File: src/design/blcb_pkg.sv
// Shared types and constants for the block linear complexity binner.
`timescale 1ns / 1ps
`default_nettype none

package blcb_pkg;

  localparam int WORD_BITS     = 64;
  localparam int LEN_W         = 13;
  localparam int BIN_W         = 3;
  localparam int COUNT_W       = 24;
  localparam int NUM_CLASSES   = 7;
  localparam int BIN_CENTER    = 3;
  localparam int MAX_BLOCK_DEF = 4096;

  localparam logic [LEN_W-1:0]   LEN_RESET = LEN_W'(500);
  localparam logic [LEN_W-1:0]   LEN_MIN   = LEN_W'(2);
  localparam logic [COUNT_W-1:0] COUNT_MAX = '1;

  typedef enum logic [1:0] {
    ST_IDLE,
    ST_SCAN,
    ST_STEP,
    ST_REPORT
  } state_t;

  // Commands broadcast from the sequencer to every cell of the row.
  typedef struct packed {
    logic clear;
    logic shift;
    logic step;
    logic flip;
    logic grow;
  } cell_ctl_t;

endpackage

`default_nettype wire

File: src/design/blcb_cell.sv
// One 64-bit slice of the sequence, connection polynomial and shifted previous polynomial.
`timescale 1ns / 1ps
`default_nettype none

module blcb_cell #(
  parameter int INDEX = 0,
  parameter int LIVE  = blcb_pkg::WORD_BITS
) (
  input  wire logic                clk,
  input  wire logic                rst,
  input  wire blcb_pkg::cell_ctl_t ctl,
  input  wire logic                r_in,
  input  wire logic                c_in,
  input  wire logic                d_in,
  input  wire logic                acc_in,
  output logic                     r_top,
  output logic                     c_top,
  output logic                     d_top,
  output logic                     acc_out
);

  localparam int W = blcb_pkg::WORD_BITS;
  // Bits at or above the block size limit are dropped, as the polynomials are truncated there.
  localparam logic [W-1:0] MASK   = {W{1'b1}} >> (W - LIVE);
  localparam logic [W-1:0] C_INIT = (INDEX == 0) ? W'(1) : '0;
  localparam logic [W-1:0] D_INIT = (INDEX == 0) ? W'(2) : '0;

  logic [W-1:0] seq;
  logic [W-1:0] conn;
  logic [W-1:0] delta;
  logic         acc;

  // The sequence is held reversed: bit i of the row is the bit i positions back.
  always_ff @(posedge clk) begin
    if (ctl.shift) begin
      seq <= {seq[W-2:0], r_in} & MASK;
    end
  end

  // delta holds the previous polynomial already multiplied by x to the pending shift.
  always_ff @(posedge clk) begin
    if (rst || ctl.clear) begin
      conn  <= C_INIT & MASK;
      delta <= D_INIT & MASK;
    end else if (ctl.step) begin
      if (ctl.flip) begin
        conn <= conn ^ delta;
      end
      if (ctl.flip && ctl.grow) begin
        delta <= {conn[W-2:0], c_in} & MASK;
      end else begin
        delta <= {delta[W-2:0], d_in} & MASK;
      end
    end
  end

  // Discrepancy parity ripples one cell per cycle toward the top of the row.
  always_ff @(posedge clk) begin
    acc <= acc_in ^ (^(conn & seq));
  end

  assign r_top   = seq[W-1];
  assign c_top   = conn[W-1];
  assign d_top   = delta[W-1];
  assign acc_out = acc;

endmodule

`default_nettype wire

File: config.mk
export PLATFORM = sky130hd
export DESIGN_NAME = blcb_cell
export DESIGN_NICKNAME = d
export VERILOG_FILES = /design/src/design/blcb_pkg.sv /design/src/design/blcb_cell.sv
export SDC_FILE = /design/constraint.sdc
export NUM_CORES = 1
export LEC_CHECK = 0
export ABC_AREA = 1
export BUFFER_PORTS_ARGS = -buffer_cell sky130_fd_sc_hd__buf_2
export CORE_MARGIN = 2
export CORE_UTILIZATION = 60
export DETAILED_ROUTE_END_ITERATION = 8
export GPL_TIMING_DRIVEN = 1
export HOLD_SLACK_MARGIN = 0.03
export PLACE_DENSITY_LB_ADDON = 0.2
export SYNTH_ARGS = -nofsm -noshare
export SYNTH_HDL_FRONTEND = slang
export SYNTH_SLANG_ARGS = --single-unit
File: constraint.sdc
create_clock -name clk -period 1.95 [get_ports clk]
set_clock_uncertainty 0.05 [all_clocks]
set_input_delay 0.4875 -clock clk [delete_from_list [all_inputs] [get_ports clk]]
set_output_delay 0.4875 -clock clk [all_outputs]
set_load 0.01 [all_outputs]
==> impl_results.md <==
- Met2 usage: 41.62%
- Mapped Cells: 1226
- Resize count post-CTS: 0
- Ys Warns: 0
- Row count: 45
- Largest net degree at the start of global routing: 80
- Multi-input combinational cell area: 3746 sq um
- Clock sink count: 193
- Met1 Use GR: 30.33%
- Synth Register Bits: 193
- Power per cell area: 806.5 nW/um^2
- DP HPWL: 11140 um
- Post-synthesis cell area: 9139 sq um
- First-pass GRT wire length: 32100 um
- Final Hold Viols: 0
- PortBufs: 14
- Starting density of the core: 60.79%
- CTS max path bufs: 2
- Diode count: 0
- Routed Wire Length: 18120 um
- Routed wire length per instance: 12.79 um
- Final setup fails: 0
- R2R setup slack: 0.27 ns
- Area Overhead vs Synth: 8.913%
- Vias in the first global route: 7303
- Post-synth cell types: 21
- I/O pins: 15
- Top post-synthesis cells by area: dfxtp_1 28%, edfxtp_1 21%, nand2_1 17%
- Reg area: 4504 sq um
- Seq/Total Area, Yosys: 49.29%
- Worst hold path type: in -> reg
- Tot Pwr: 0.008027 W
- Status: finished clean
- Critical-path maximum fanout: 2
- CP top delay family: simple AND/OR/NAND/NOR gates
- H-Tree Level Count: 4
- Number of setup buffers added after CTS: 0
- Fin Setup TNS: 0 ns
- Core outline area: 15030 sq um
- Post-synth top area cell: dfxtp_1
- Pleak: 4.419 nW
- Most frequent CP cell: nand2_1
- DIE HEIGHT: 127.4 um
- Worst Path Arrival: 1.96 ns
- # hold bufs at CTS: 0
- Req. time, crit path: 2.23 ns
- Router iterations before antenna repair: 5
- Final Core Density: 66.21%
- Relative slew slack: 75.13%
- Synthesized area per cell: 7.454 sq um
- Crit path cell chain: nand2_1, xor2_1, nand2_1, nand2_1, nand2_1, nand2_1, inv_1, nand2_1, nand2_1, nand2_1, nand2_1, nand2_1, nand2_1
- Measured slew at the worst slew-check pin: 0.3731 ns
- Layout cell share with drive strength beyond 1: 8.225%
- Max-Cap Viols: 0
- RSZ-0062 raised after global routing: false
- Slowest-stage cell, CP: edfxtp_1
- Gp weighted congestion: 0.7495
- Vias/cell: 5.387
- Clk_lat worst skew: 0.43 ns
- Syn nets: 1237
- CTS buffer count: 17
- Pins Over Slew Limit: 0
- Clock slew at reported path FFs: 0.07 ns
- Die area: 16230 sq um
- CTS tree: yes
- Setup crit end kind: register
- Crit-path max cell delay: 0.40 ns
- Die W: 127.4 um
- Antenna-violating nets left: 0
- DRC Markers: 0
- Peak supply drop: 0.6661 mV
- Post-layout minimum cycle time: 1.679 ns
- Grt total ovfl: 0
- Via Count: 7628
- Tcrit/Tclk final: 86.11%
- Antenna violations before repair: 0
- Crit start category: register
- Total GRT Usage: 24.05%
- Crit path buf inv count: 1
- Post-layout nets: 1228
- Starting DRT DRC Count: 486
- Fillcell total: 1299
- GRT Max-Usage Layer: met2
- Root buffer cell: clkbuf_16
- GR Layer Usage met3: 4.816%
- Worst Path Class, Setup: reg -> reg
- FMAX: 595.5 MHz
- Share of the synthesized area in the top cell type: 28.26%
[cell families (layout without fill, tap and decap cells)]
| logic type | after synthesis | in the layout | synth area share, % |
|---|---|---|---|
| buffers and inverters | 236 | 238 | 9.858 |
| XOR/XNOR | 16 | 16 | 1.698 |
| AO/OA/AOI/OAI | 254 | 254 | 15.68 |
| flip-flops | 193 | 193 | 49.29 |
| AND/OR/NAND/NOR | 527 | 527 | 23.48 |
[final timing paths]
kind | start | endpoint | cells past startpoint
hold reg to reg | seq[28] | seq[29] | 0
setup / recovery | seq[56] | acc_out | 13
setup reg to reg | seq[56] | acc_out | 13
hold / removal | r_in | seq[0] | 1
[area by class of cell]
| cell class | count | area share (%) |
|---|---|---|
| Inverter | 183 | 6.914 |
| Timing Repair Buffer | 25 | 2.665 |
| Clock buffer | 22 | 4.777 |
| Clock inverter | 8 | 0.3897 |
| Multi-Input combinational cell | 797 | 37.64 |
| Tap cell | 188 | 2.363 |
| Sequential cell | 193 | 45.25 |
[placed cells by master (no fill, tap or decap)]
cell type,count
buf_2,14
dfxtp_1,129
nand2_1,419
nand2_4,2
clkinv_1,3
inv_1,158
o211ai_1,63
nor2_2,1
a21oi_1,125
nand3_1,78
xor2_1,6
o21ai_0,65
xnor2_1,8
clkinvlp_4,1
clkbuf_16,18
nor2_1,3
clkbuf_1,3
edfxtp_1,64
clkinv_2,5
xnor2_2,2
buf_4,2
clkbuf_8,1
nand4_1,2
nand2_2,21
o221ai_1,1
nor2_4,1
inv_2,24
buf_12,9
[worst register-to-register path: stages, from the launching register on]
cell and delay [ns]:
edfxtp_1 0.40, nand2_1 0.14, xor2_1 0.19, nand2_1 0.08, nand2_1 0.09, nand2_1 0.07
nand2_1 0.13, inv_1 0.05, nand2_1 0.08, nand2_1 0.05, nand2_1 0.09, nand2_1 0.06
nand2_1 0.06, nand2_1 0.05
[registers in the layout, indices dropped and copies added, names as in the netlist]
name     count
acc_out      1
conn        64
delta       64
seq         64
[synthesized netlist by cell type]
master / number
a21oi_1: 125
buf_1: 1
buf_2: 12
clkbuf_1: 40
dfxtp_1: 129
edfxtp_1: 64
inv_1: 158
inv_2: 25
nand2_1: 420
nand2_2: 21
nand2_4: 1
nand3_1: 78
nand4_1: 2
nor2_1: 3
nor2_2: 2
o211ai_1: 63
o21ai_0: 65
o221ai_1: 1
xnor2_1: 8
xnor2_2: 2
xor2_1: 6
[through the flow]
stage | cell area (sq um) | setup slack, ns | cells | hold slack (ns)
after floorplan | 9139 | 0.4731 | 1226 | 0.3768
final | 9953 | 0.2708 | 1416 | 0.1916
after global placement | 9439 | 0.3033 | 1386 | 0.3789
after CTS | 9953 | 0.2718 | 1416 | 0.1767
after global routing | 9953 | 0.009834 | 1416 | 0.1789
after detailed placement | 9439 | 0.2725 | 1386 | 0.3831
[layer usage]
| layer | part of all wire (%) | wire [um] |
|---|---|---|
| met1 | 46 | 8421 |
| met2 | 48 | 8706 |
| met3 | 4.0 | 725 |
| met4 | 1.4 | 262 |
| met5 | 0 | 0 |
[power by group]
| part | switching, W | leakage, nW | total [W] | internal (W) |
|---|---|---|---|---|
| sequential | 0.0000993 | 1.67 | 0.00440 | 0.00430 |
| combinational | 0.000344 | 2.49 | 0.000512 | 0.000168 |
| clock | 0.00142 | 0.253 | 0.00312 | 0.00170 |
No activity file was read; power rests on OpenSTA's default activity.
